===== src/rtl/pclrs_dist.sv =====
`timescale 1ns / 1ps
module pclrs_dist #(
	parameter int POS_BITS = 16
) (
	input  logic                           clk,
	input  logic [2:0][POS_BITS-1:0]       pos,
	input  logic [2:0][POS_BITS-1:0]       center,
	output logic [2:0][2*POS_BITS-1:0]     sq_s2
);
	localparam int BOX = 1 << POS_BITS;

	logic [2:0][POS_BITS-1:0] gap;
	logic [2:0][POS_BITS-1:0] gap_s1;

	// minimum-image gap per axis
	always_comb begin
		for (int a = 0; a < 3; a++) begin
			logic [POS_BITS-1:0] d;
			logic [POS_BITS:0]   e;
			d = pos[a] - center[a];
			e = (POS_BITS+1)'(BOX) - {1'b0, d};
			gap[a] = ({1'b0, d} > e) ? POS_BITS'(e) : d;
		end
	end

	always_ff @(posedge clk) begin
		gap_s1 <= gap;
		for (int a = 0; a < 3; a++)
			sq_s2[a] <= gap_s1[a] * gap_s1[a];
	end
endmodule


===== config.mk =====
export PLATFORM = sky130hd
export DESIGN_NAME = pclrs_dist
export DESIGN_NICKNAME = d
export VERILOG_FILES = /design/src/rtl/pclrs_dist.sv
export SDC_FILE = /design/constraint.sdc
export NUM_CORES = 2
export LEC_CHECK = 0
export ABC_AREA = 1
export BUFFER_PORTS_ARGS = -buffer_cell sky130_fd_sc_hd__buf_2
export CAP_MARGIN = 20
export CORE_AREA = 4 4 223 225
export CTS_CLUSTER_DIAMETER = 50
export DETAILED_ROUTE_END_ITERATION = 8
export DIE_AREA = 0 0 227 229
export PLACE_DENSITY = 0.84
export SLEW_MARGIN = 10
export SYNTH_ARGS = -nofsm -noshare
export SYNTH_HDL_FRONTEND = slang
export SYNTH_SLANG_ARGS = --single-unit

===== constraint.sdc =====
create_clock -name clk -period 14.65 [get_ports clk]
set_input_delay 1.465 -clock clk [delete_from_list [all_inputs] [get_ports clk]]
set_output_delay 1.465 -clock clk [all_outputs]
set_load 0.05 [all_outputs]

### Yosys cells after proc, flatten, opt, wreduce, memory -nomap -nowiden

Index checks and enable logic that the tools add are counted.

* register bits after elaboration: 144
* latch bits: 0
* RAM bits: 0
* ROM bits: 0
* output and inout bits: 96
* word-level logic and storage cells: 21
* memories kept: 0

* add/sub/neg operators: 6
* $mul: 3
* divide/modulo/power cells: 0
* magnitude comparators: 3
* equality and inequality tests: 0
* shift-type cells: 0
* muxes and demuxes: 3
* bitwise operators: 0
* reduce and logical (&&, ||, !) cells: 0

Operator list (number)
* 16-bit by 16-bit multiplier with 32-bit output: 3
* 16-bit by 17-bit greater-than comparator with 1-bit output: 3
* 17-bit by 16-bit subtractor with 17-bit output, first input constant: 3
* 16-bit 2-to-1 mux: 3
* 16-bit subtractor: 3

### Logic depth before layout (Yosys ltp)

* depth in word-level cells: 4
* gate-level depth with buffers: 29
* depth with buffers taken out: 27

### Worst setup path before layout

OpenSTA, ideal clock, no wires.

* kind: flip-flop to flip-flop
* start point: register gap_s1[17] in the netlist's numbering
* end point: register sq_s2[61] in the netlist's numbering
* library setup time: 0.072 ns
* arrival time: 5.756 ns
* data required time: 14.578 ns
* slack: 8.822 ns
* stages on the path, launching flop included: 25
* period minus slack after synthesis: 5.828 ns
* cell sequence: dfxtp_1 clkbuf_1 clkbuf_1 nand2_1 fa_1 fa_1 inv_1 fa_1 inv_1 fa_1 fa_1 fa_1 inv_1 ha_1 nand2_1 nor2_1 nand2_1 nor2_1 nor2_1 o21ai_0 a21boi_0 o21ai_0 nand2_1 nand2_1 xor2_1

* cells in the longest elaborated chain, start to end: 1

Ends and longest elaborated chain
* start, declared: RTL line 13 `logic [2:0][POS_BITS-1:0] gap_s1;`
* start signal, assigned: RTL line 27 `gap_s1 <= gap;`
* 16-bit by 16-bit multiplier with 32-bit output: RTL line 29 `sq_s2[a] <= gap_s1[a] * gap_s1[a];`
* end signal, assigned by index: RTL line 29
* end, declared: RTL line 8 `output logic [2:0][2*POS_BITS-1:0] sq_s2`

Every way passes these cells.

### Worst setup path in the final report

* start point: register gap_s1[26] in the netlist's numbering
* end point: register sq_s2[61] in the netlist's numbering

The elaborated chain is that of the path after synthesis.

==> flow_metrics.py <==
metrics = {
    "outcome": {
        "run_status": "complete, no violations",
    },
    "timing": {
        "skew_ns": 0.0157,
        "tns_ns": 0,
        "maxSlewHeadroom_pct": 48.1,
        "min_period_ns": 6.27,
        "tightest_slew_ns": 0.777,
        "finalHoldViolCount": 0,
        "rsz0062_at_grt": "no",
        "setup_viol": 0,
        "fmax_mhz": 159,
        "post-route-period-util_pct": 42.8,
        "slew_violations": 0,
    },
    "clock_tree": {
        "cts-root-buf": "clkbuf_16",
        "cts_resized": 0,
        "clk_latency_ns": 0.50,
        "cts.sinks": 141,
        "cts_buffers": 17,
        "cts_tree": "done",
        "post-cts-setup-buffer-count": 0,
        "ctsHtreeMaxLevel": 4,
        "cts.path.max_buffers": 2,
        "cts_hold_buf": 0,
        "path_clk_slew_ns": 0.06,
    },
    "placed_design": {
        "gp_congestion": 0.927,
        "dp.cells": 4768,
        "hpwl_mm": 58.2,
        "portBuffers": 189,
    },
    "logic_synthesis": {
        "yosysUniqueCellTypes": 57,
        "syn-cell-area_um2": 30900,
        "ys_warn_count": 0,
        "syn-instance-count": 4064,
        "yosys_register_bits": 141,
        "synth_edf_count": 0,
        "ys_async_sr_fraction_pct": 0,
        "syn_avg_cell_area_um2": 7.60,
        "synth_simple_gate_area_share_pct": 20.2,
        "yosys.area_share.xor_xnor_pct": 3.85,
        "synth_top_family_by_area": "adder cells",
        "synth_compound_area_share_pct": 4.31,
        "ys.flop_type": "dfxtp_1",
        "ys_seq_area_share_pct": 9.14,
        "synthMuxAreaShare_pct": 0,
        "synthAdderAreaFrac_pct": 46.9,
    },
    "worst_setup_path": {
        "reg2reg_to": "sq_s2[61]$_DFF_P_",
        "cp_max_fo": 16,
        "crit_required_ns": 15.07,
        "reg2reg_slack_ns": 8.38,
        "r2r_cells": 22,
        "critPathCaptureType": "flop",
        "worstPathArrival_ns": 6.70,
        "timing.rr.start": "gap_s1[26]$_DFF_P_",
        "criticalPathCategory": "reg2reg",
        "startpoint_type": "flop",
    },
    "floorplan": {
        "rows": 80,
        "io_pins": 193,
        "start_util_pct": 64.9,
        "die-area_um2": 52000,
        "die_y_um": 229,
        "core_region_area_um2": 47500,
        "die_x_um": 227,
    },
    "detailed_routing": {
        "met2_wirelength_mm": 33.4,
        "vias": 24878,
        "dr_wl_met3_mm": 3.92,
        "met1Wirelength_mm": 28.7,
        "drt_wl_total_mm": 68.0,
        "ant_nets": 0,
        "drc": 0,
        "first_iter_violations": 1481,
        "viasPerCell": 5.18,
        "drt_first_pass_iters": 5,
        "top_layer": "met4",
        "wl_per_cell_um": 14.2,
    },
    "layout": {
        "final_cell_count_no_fill": 4800,
        "area_growth_pct": 6.01,
        "drive_gt1_share_pct": 8.05,
        "fin_util_pct": 68.8,
        "final_nets": 5132,
        "antennaDiodeCount": 0,
    },
    "min_path": {
        "hold_path_depth": 0,
        "hp-class": "reg2reg",
        "hp-start": "gap_s1[16]$_DFF_P_",
        "min_to": "sq_s2[32]$_DFF_P_",
    },
    "global_routing": {
        "grt_usage_pct": 27.6,
        "gr-total-overflow": 0,
        "grt_pass1_wl_mm": 118,
        "first_global_vias": 25755,
        "grt_max_degree": 21,
        "antenna_found_initial": 0,
    },
    "run": {
        "drv_cap": 0,
    },
}
[how the worst max path moves through the flow]
| stage | startpoint | to | slack (ns) | cells after the start |
|---|---|---|---|---|
| final | gap_s1[26]$_DFF_P_ | sq_s2[61]$_DFF_P_ | 8.38 | 22 |
| after global routing | gap_s1[20]$_DFF_P_ | sq_s2[61]$_DFF_P_ | 7.76 | 24 |
| after CTS | gap_s1[27]$_DFF_P_ | sq_s2[61]$_DFF_P_ | 8.41 | 22 |
| after detailed placement | gap_s1[20]$_DFF_P_ | sq_s2[61]$_DFF_P_ | 8.43 | 24 |
| after global placement | gap_s1[11]$_DFF_P_ | sq_s2[23]$_DFF_P_ | 8.58 | 19 |
| after floorplan | gap_s1[17]$_DFF_P_ | sq_s2[61]$_DFF_P_ | 8.82 | 24 |
[synth_stat cells, types with 31 or more instances]
master	count	area (um^2)
inv_1	1154	4330
nand2_1	926	3480
fa_1	489	9790
ha_1	374	4680
nand3_1	181	906
dfxtp_1	141	2820
nor2_1	140	526
a21oi_1	117	586
xor2_1	88	771
clkbuf_1	87	327
o21ai_0	45	225
xnor2_1	44	385
nand2_2	33	206
nor3_1	31	155
[kinds of logic after synthesis]
family                   after synthesis
adder cells (fa/ha/maj)              863
XOR/XNOR                             134
other                                  1
AO/OA/AOI/OAI                        233
AND/OR/NAND/NOR                     1426
flip-flops                           141
buffers and inverters               1266
[metrics by stage]
step	hold slack, ns	worst slack (ns)	area (um^2)
2_1_floorplan	0.329	8.82	30900
3_3_place_gp	0.643	8.58	32100
3_5_place_dp	0.637	8.43	32100
4_1_cts	0.658	8.41	32700
5_1_grt	0.691	7.76	32700
6_report	0.644	8.38	32700
[registers in the layout, indices dropped and copies added (netlist names)]
signal	count
sq_s2	93
gap_s1	48
[metal layers]
| layer | global-route usage [%] | vias to the layer above |
|---|---|---|
| met4 | 9.32 | 0 |
| met2 | 46.9 | 730 |
| met5 | 0 | - |
| li1 | - | 12189 |
| met1 | 35.7 | 11806 |
| met3 | 5.11 | 153 |
[worst max-delay path, cell delays in order (launching register included)]
cell and delay, ns:
dfxtp_1 0.76, nand2_1 0.17, fa_1 0.57, fa_1 0.56
inv_1 0.05, fa_1 0.50, inv_1 0.06, fa_1 0.55
fa_1 0.44, fa_1 0.50, inv_1 0.04, ha_1 0.36
nand2_1 0.11, nor2_1 0.14, nand2_1 0.07, nor2_1 0.10
nor2_1 0.08, o21ai_0 0.33, a21boi_0 0.22, o21ai_0 0.29
nand2_1 0.08, nand2_1 0.08, xor2_1 0.13
[cell type report]
| type | count | area [um^2] |
|---|---|---|
| clock buffer | 21 | 450 |
| clock inverter | 11 | 134 |
| fill | 3884 | 14800 |
| inverter | 1164 | 4370 |
| multi-input combinational | 2659 | 23200 |
| sequential | 141 | 2820 |
| tap | 615 | 769 |
| timing repair buffer | 189 | 946 |
[cell usage in the layout (no fill, tap or decap), drive strengths merged, types with 7 or more instances in the layout]
master / n
nor2: 168
ha: 374
buf: 189
inv: 1165
or2: 10
nand3b: 12
nand3: 192
nor3: 31
xor2: 90
xnor2: 44
nand4: 24
a21oi: 118
a31oi: 22
nand2: 977
o21ai: 46
fa: 489
o21bai: 11
dfxtp: 141
clkbuf: 21
clkinv: 7
Power is not shown: default switching activity piles up to over one toggle a cycle in this logic, so the estimate is an artifact.
