--- src/rtl/pclrs_ram.sv ---
`timescale 1ns / 1ps
module pclrs_ram #(
	parameter int WIDTH = 8,
	parameter int DEPTH = 16
) (
	input  logic                     clk,
	input  logic                     we,
	input  logic [$clog2(DEPTH)-1:0] waddr,
	input  logic [WIDTH-1:0]         wdata,
	input  logic                     re,
	input  logic [$clog2(DEPTH)-1:0] raddr,
	output logic [WIDTH-1:0]         rdata
);
	logic [WIDTH-1:0] mem [DEPTH];

	always_ff @(posedge clk) begin
		if (we)
			mem[waddr] <= wdata;
		if (re)
			rdata <= mem[raddr];
	end
endmodule

--- config.mk ---
export PLATFORM = sky130hd
export DESIGN_NAME = pclrs_ram
export DESIGN_NICKNAME = d
export VERILOG_FILES = /design/src/rtl/pclrs_ram.sv
export SDC_FILE = /design/constraint.sdc
export NUM_CORES = 1
export LEC_CHECK = 0
export BUFFER_PORTS_ARGS = -buffer_cell sky130_fd_sc_hd__buf_2
export CORE_ASPECT_RATIO = 1.4
export CORE_MARGIN = 4
export CORE_UTILIZATION = 65
export CTS_CLUSTER_DIAMETER = 150
export DETAILED_ROUTE_END_ITERATION = 16
export HOLD_SLACK_MARGIN = 0.1
export PLACE_DENSITY = 0.84
export SLEW_MARGIN = 20
export SYNTH_ARGS = -nofsm -noshare
export SYNTH_HDL_FRONTEND = slang
export SYNTH_SLANG_ARGS = --single-unit
--- constraint.sdc ---
create_clock -name clk -period 3.45 [get_ports clk]
set_input_delay 0.69 -clock clk [delete_from_list [all_inputs] [get_ports clk]]
set_output_delay 0.69 -clock clk [all_outputs]
set_load 0.05 [all_outputs]
# [Word-level counts from Yosys, hierarchy flattened]
# Memories as Yosys holds them, arrays and structs flattened. A register that Yosys moved wholly into a read port is not among the register bits.
# Cells that the tools add are included.
[totals] register_bits=0 latchBits=0 ramBits=128 rom_bits=0 input_bits=19 out_inout_bits=8 n_memories=1
[mem_list] name="mem" depth=16 word_bits=8 rd=1 rd_clocked_by_memory_dff=1 write_ports=1 line="14" source="logic [WIDTH-1:0] mem [DEPTH];"
[classes] addsub=0 n_mul=0 div_mod_pow=0 magnitude_cmp=0 eq_ne=0 shift=0 n_mux=2 n_bitwise=0 reduce_logical=0
[ops] operator="two-way mux 1 bit" count=2

# [Depth between registers and ports, before layout]
# Gate-level depths: netlist of the first run.
[logic_depth] word_depth=2 ltp_mapped=5

# [Worst setup path after synthesis of the first run]
# Ideal clock, no wire load.
[synth_path] kind="input port to flip-flop" startpoint="input port waddr[2]" endpoint="memory mem[0][0], enable pin" t_arrival_ps=1800 t_required_ps=3067 path_slack_ps=1267 stages=2 path_cell_list="or3b_2 -> nor3_1"
[synth_lines] item="start, declared" line="8" source="input logic [$clog2(DEPTH)-1:0] waddr,"
[synth_lines] item="end, declared" line="14"
# Straight into the memory's write port.

==> results of run 1 <==
-- registers in the layout (all words and copies together), names as in the netlist --
signal / flops
mem: 128
rdata: 8
-- synthesized netlist by cell type --
master,number
a22oi_1,16
and2_1,1
and2b_1,1
buf_2,3
buf_4,1
buf_6,3
clkdlybuf4s25_2,3
edfxtp_1,136
mux4_1,14
mux4_2,18
nand2_1,9
nand2b_1,2
nand3_1,1
nand3b_1,2
nor2_1,13
nor2b_1,1
nor3_1,4
or3b_2,1
-- worst reg2reg max path: cells and delay by family (launching register included) --
family	cells	cell delay (ns)
DFF	1	0.40
muxes	1	0.55
AOI/OAI and AO/OA	1	0.22
and+or+nand+nor	1	0.09
-- through the flow --
| step | instance area, um^2 | hold WS (ns) | total power [mW] |
|---|---|---|---|
| after global routing | 5930 | 0.506 | 3.69 |
| after detailed placement | 5450 | 0.744 | 2.10 |
| after global placement | 5450 | 0.725 | 2.09 |
| after floorplan | 5230 | 0.705 | 2.03 |
| final | 5930 | 0.529 | 3.55 |
| after CTS | 5930 | 0.508 | 3.58 |
-- kinds of logic (layout without fill, tap and decap cells) --
group / count (synthesis) / in the layout / share of synthesized area, %
AND/OR/NAND/NOR: 35 / 35 / 3.14
buffers and inverters: 10 / 60 / 1.65
AO/OA/AOI/OAI: 16 / 16 / 2.30
flip-flops: 136 / 136 / 78.1
multiplexers: 32 / 32 / 14.8
-- how the worst max path moves through the flow --
| stage | start | end | slack (ns) |
|---|---|---|---|
| floorplan | waddr[2] | mem[0][0]$_DFFE_PP_ | 1.27 |
| global placement | raddr[0] | rdata[1]$_DFFE_PP_ | 0.95 |
| detailed placement | raddr[0] | rdata[1]$_DFFE_PP_ | 0.92 |
| CTS | raddr[0] | rdata[1]$_DFFE_PP_ | 1.47 |
| global route | raddr[0] | rdata[7]$_DFFE_PP_ | 1.40 |
| finish | raddr[0] | rdata[1]$_DFFE_PP_ | 1.48 |
-- routing by layer --
metal  part of all wire [%]  vias up  routed length (um)
met1                     36     1216                3420
met5                      0        -                   0
li1                       -     1060                   -
met4                    1.5        0                 141
met2                     54      120                5120
met3                    7.7       16                 722
-- cell type report --
type                       count  area (um^2)  share of cell area [%]
multi-input combinational     83         1060                    17.8
timing repair buffer          31          180                    3.04
tap                          100          125                    2.11
clock buffer                  20          425                    7.17
clock inverter                 9         61.3                    1.03
sequential                   136         4080                    68.8
-- report_power, final --
group          internal, mW  switching, mW  total (mW)
Clock                 0.920          0.573        1.49
Sequential             1.86        0.00892        1.87
Combinational        0.0674          0.121       0.188
Total                  2.85          0.703        3.55
==> run summary, run 1 <==
Status -> finished, final reports clean
Max incr delay on CP -> 0.57 ns
Post-synth cell types -> 18
Hold bufs inserted after CTS -> 0
Die Span Y -> 114 um
Power Density -> 599 nW/um^2
IO Port Bufs -> 26
Die W -> 83.8 um
Fillers -> 415
CP required -> 3.71 ns
Cell Area, Synth -> 5230 um^2
Clk slew on worst S/H paths -> 0.06 ns
Clock Latency Late Sink -> 0.51 ns
Final number of setup-violating endpoints -> 0
Peak VDD IR -> 523 uV
1st-iter DRT viols -> 256
Slew headroom -> 39.2%
Commonest non-fill, non-tap cell in the layout -> edfxtp_1
Clock Skews -> 0.00705 ns
Min Tclk post-route -> 1.97 ns
Row cnt -> 38
RePlAce Congestion -> 0.758
PostCTS Resize Cnt -> 0
CP max stage cell -> mux4_1
Seq cells post-synth -> 136
Detailed-route wire length -> 9410 um
Max Root-Sink Buffers -> 2
Hold Fails Final Rpt -> 0
Worst path bufs/invs -> 2
Slew @ Worst Pin -> 0.908 ns
Grt peak-use layer -> met2
RSZ-0062 raised after global routing -> no
Hold worst-path end -> rdata[5]$_DFFE_PP_
Synth-to-Final Area Change -> 13.5%
Share of cells above drive strength 1 -> 24.7%
Pre-CTS setup slack -> 0.922 ns
Mapped Avg Cell Area -> 22.8 um^2
Final worst path period share -> 57.1%
Reg-to-reg slack, setup -> 1.93 ns
Worst setup margin -> 1.48 ns
Starting density of the core -> 67.0%
Vias/cell -> 6.36
Pin count of the biggest net entering global routing -> 33
Tot GR Track Use -> 23.0%
Cells along the critical path -> buf_2 > buf_12 > mux4_1 > a22oi_1 > nand2_1
Syn. warnings -> 0
Hold Path Origin -> re
Startpoint Class -> input port
GRT met2 Usage -> 36.9%
Crit Path Max Fanout -> 17
CTS sink cnt -> 136
CTS buffer count -> 17
CORE AREA -> 7800 um^2
First-pass DRT Iterations -> 5
Number of diodes -> 0
Most area-hungry cell type in the Yosys netlist -> edfxtp_1
Commonest non-fill, non-tap cells in the layout -> 136 x edfxtp_1, 26 x buf_2, 18 x mux4_2
Crit path depth -> 5
Initial antenna violation count -> 0
Worst EP arrival -> 2.23 ns
Worst hold path depth -> 1
I/O pin count -> 27
R2R Path Start -> mem[5][3]$_DFFE_PP_
Fin Setup TNS -> 0 ns
CP endpoint kind -> flop
Final Non-Filler Cells -> 379
Synth top area cells -> edfxtp_1 78%, mux4_2 7.8%, mux4_1 7.0%
Met3 GRT Util -> 6.84%
Vias in the first global route -> 2591
Die Area -> 9560 um^2
Reg2reg end -> rdata[3]$_DFFE_PP_
Via count -> 2412
Drt drc -> 0
Hold Crit Class -> input port to flop
Syn Inst Count -> 229
H-tree Lvls -> 4
Global-route track usage on met1 -> 29.6%
Max Clock Freq -> 508 MHz
Crit Path Category -> input port to flop
DPL Wire Length -> 6120 um
WL/cell -> 24.8 um
Max-cap viol count -> 0
Total gr overflow -> 0
Final #Nets -> 288
Pins Over Slew Limit -> 0
Top delay family on crit path -> buffers and inverters
Seq/Total Area, Yosys -> 78.1%
Post-synth top area share -> 78.1%
Fin util -> 76.1%
First-pass GRT wire length -> 15400 um
Reg2Reg Depth -> 3
Synth Net Count -> 248
Setup repair bufs after CTS -> 0
CTS tree -> done
Placed Instances -> 350
P_leak -> 1.98 nW
Post-DRT Antenna Nets -> 0
CTS root buf -> clkbuf_8
No activity file was read; power rests on OpenSTA's default activity.
==> run 2, diff against run 1 <==
- CORE_UTILIZATION: 65 -> 60
- PLACE_DENSITY: 0.84 -> 0.78
- clock period: 3.45 -> 1.9 ns (I/O delays scaled with it)
==> run summary, run 2 (synthesis results as in run 1) <==
Initial antenna violation count -> 0 (unchanged)
Fillers -> 484 (was 415)
Internal power -> 5.30 mW (was 2.85 mW)
Pins Over Slew Limit -> 0 (unchanged)
Hold Fails Final Rpt -> 0 (unchanged)
DPL Wire Length -> 6160 um (was 6120 um)
CP endpoint kind -> flop (unchanged)
CP required -> 2.06 ns (was 3.71 ns)
P_leak -> 2.12 nW (was 1.98 nW)
CTS tree -> done (unchanged)
Slew @ Worst Pin -> 0.377 ns (was 0.908 ns)
Clk slew on worst S/H paths -> 0.06 ns (about the same)
Max Clock Freq -> 664 MHz
RePlAce Congestion -> 0.773 (was 0.758)
Met1 WL -> 3650 um (was 3420 um)
Pin count of the biggest net entering global routing -> 33 (unchanged)
Tot GR Track Use -> 21.5% (was 23.0%)
I/O pin count -> 27 (unchanged)
Cells along the critical path -> buf_2 > buf_12 > mux4_1 > a22oi_1 > nand2_1 (unchanged)
CP max stage cell -> mux4_1 (unchanged)
Setup repair bufs after CTS -> 0 (unchanged)
Share of cells above drive strength 1 -> 33.2% (was 24.7%)
Comb pwr share -> 5.5% (was 5.3%)
Hold Crit Class -> input port to flop (unchanged)
R2R Path Start -> mem[2][6]$_DFFE_PP_ (was mem[5][3]$_DFFE_PP_)
Synth-to-Final Area Change -> 18.2% (was 13.5%)
Reg2Reg Depth -> 3 (unchanged)
IO Port Bufs -> 26 (unchanged)
1st-iter DRT viols -> 247 (was 256)
Power Density -> 1080 nW/um^2 (was 599 nW/um^2)
Starting density of the core -> 61.1% (was 67.0%)
Clock share of power -> 43.6% (was 42.0%)
Row cnt -> 40 (was 38)
Top reg by flops -> mem (unchanged)
Max Root-Sink Buffers -> 2 (unchanged)
Number of diodes -> 0 (unchanged)
Hold worst-path end -> rdata[4]$_DFFE_PP_ (was rdata[5]$_DFFE_PP_)
Clock Skews -> 0.00583 ns (was 0.00705 ns)
Hold bufs inserted after CTS -> 0 (unchanged)
Min Tclk post-route -> 1.51 ns
Hold Path Origin -> re (unchanged)
Die Span Y -> 118 um (was 114 um)
Largest registers -> mem x128, rdata x8 (unchanged)
Reg-to-reg slack, setup -> 0.40 ns (was 1.93 ns)
Detailed-route wire length -> 9870 um (was 9410 um)
Status -> finished, final reports clean (unchanged)
H-tree Lvls -> 4 (unchanged)
CTS root buf -> clkbuf_16 (was clkbuf_8)
First-pass DRT Iterations -> 5 (unchanged)
Drt drc -> 0 (unchanged)
Commonest non-fill, non-tap cell in the layout -> edfxtp_1 (unchanged)
PostCTS Resize Cnt -> 0 (unchanged)
WL/cell -> 24.3 um (was 24.8 um)
Share of power burned in registers -> 50.9% (was 52.7%)
Post-DRT Antenna Nets -> 0 (unchanged)
Crit Path Max Fanout -> 13 (was 17)
Crit Path Category -> input port to flop (unchanged)
CTS buffer count -> 17 (unchanged)
Max incr delay on CP -> 0.58 ns (was 0.57 ns)
NetSw -> 1.38 mW (was 703 uW)
DR top layer -> met4 (unchanged)
Fin Setup TNS -> 0 ns (unchanged)
Worst EP arrival -> 1.66 ns (was 2.23 ns)
Final number of setup-violating endpoints -> 0 (unchanged)
Max reg flops -> 128 (unchanged)
Worst path bufs/invs -> 2 (unchanged)
Reg2reg end -> rdata[6]$_DFFE_PP_ (was rdata[3]$_DFFE_PP_)
Max-cap viol count -> 0 (unchanged)
Via count -> 2513 (was 2412)
Final worst path period share -> 79.3%
Worst hold path depth -> 1 (unchanged)
WL met2 -> 5400 um (was 5120 um)
Peak VDD IR -> 798 uV (was 523 uV)
Final instance area -> 6180 um^2 (was 5930 um^2)
CORE AREA -> 8560 um^2 (was 7800 um^2)
Sw Share -> 20.7% (was 19.8%)
Clock Latency Late Sink -> 0.41 ns (was 0.51 ns)
Metal3 WL -> 610 um (was 722 um)
Total gr overflow -> 0 (unchanged)
Commonest non-fill, non-tap cells in the layout -> 136 x edfxtp_1, 26 x buf_2, 21 x buf_4 (was 136 x edfxtp_1, 26 x buf_2, 18 x mux4_2)
Slew headroom -> 74.9% (was 39.2%)
Startpoint Class -> input port (unchanged)
Die W -> 86.9 um (was 83.8 um)
RSZ-0062 raised after global routing -> no (unchanged)
First-pass GRT wire length -> 15300 um (was 15400 um)
Final #Nets -> 308 (was 288)
Area after DPL -> 5640 um^2 (was 5450 um^2)
Vias in the first global route -> 2667 (was 2591)
Top delay family on crit path -> multiplexers (was buffers and inverters)
Die Area -> 10300 um^2 (was 9560 um^2)
Vias/cell -> 6.19 (was 6.36)
CTS sink cnt -> 136 (unchanged)
## run 2: power groups by stage
stage / clock [mW] / combinational [mW] / sequential, mW
after floorplan: 0 / 0.171 / 3.51
after global placement: 0 / 0.359 / 3.46
after detailed placement: 0 / 0.367 / 3.46
after CTS: 2.96 / 0.371 / 3.40
after global routing: 3.13 / 0.395 / 3.40
final: 2.91 / 0.369 / 3.40
## run 2: per-layer routing
metal / vias to the layer above / GRT usage [%]
li1: 1101 / -
met1: 1279 / 26.9
met5: - / 0
met2: 117 / 34.5
met4: 0 / 9.16
met3: 16 / 6.83
## run 2: how the worst max path moves through the flow
stage                        start             endpoint  slack, ns  cells past startpoint
3_3_place_gp              raddr[0]   rdata[2]$_DFFE_PP_     -0.002                      5
5_1_grt                   raddr[0]   rdata[5]$_DFFE_PP_       0.34                      5
3_5_place_dp              raddr[0]   rdata[5]$_DFFE_PP_      -0.01                      5
6_report                  raddr[0]   rdata[4]$_DFFE_PP_       0.39                      5
4_1_cts        mem[9][4]$_DFFE_PP_   rdata[4]$_DFFE_PP_       0.40                      3
2_1_floorplan             waddr[2]  mem[0][0]$_DFFE_PP_       0.03                      2
## run 2: metrics by stage
step           hold WS, ns  setup slack [ns]  utilization [%]  power, mW  instances
4_1_cts              0.324             0.403             72.2       6.74        406
2_1_floorplan        0.479            0.0271                -       3.68        229
6_report             0.336             0.393             72.2       6.68        406
3_3_place_gp         0.727          -0.00207             65.9       3.82        375
3_5_place_dp         0.734          -0.00977             65.9       3.83        375
5_1_grt              0.318             0.339             72.2       6.93        406
## run 2: cell type report
class	count	area [um^2]	share of cell area, %
sequential	136	4080	66.1
multi-input combinational	83	1060	17.1
clock buffer	18	429	6.95
timing repair buffer	51	368	5.95
tap	105	131	2.13
clock inverter	13	109	1.76
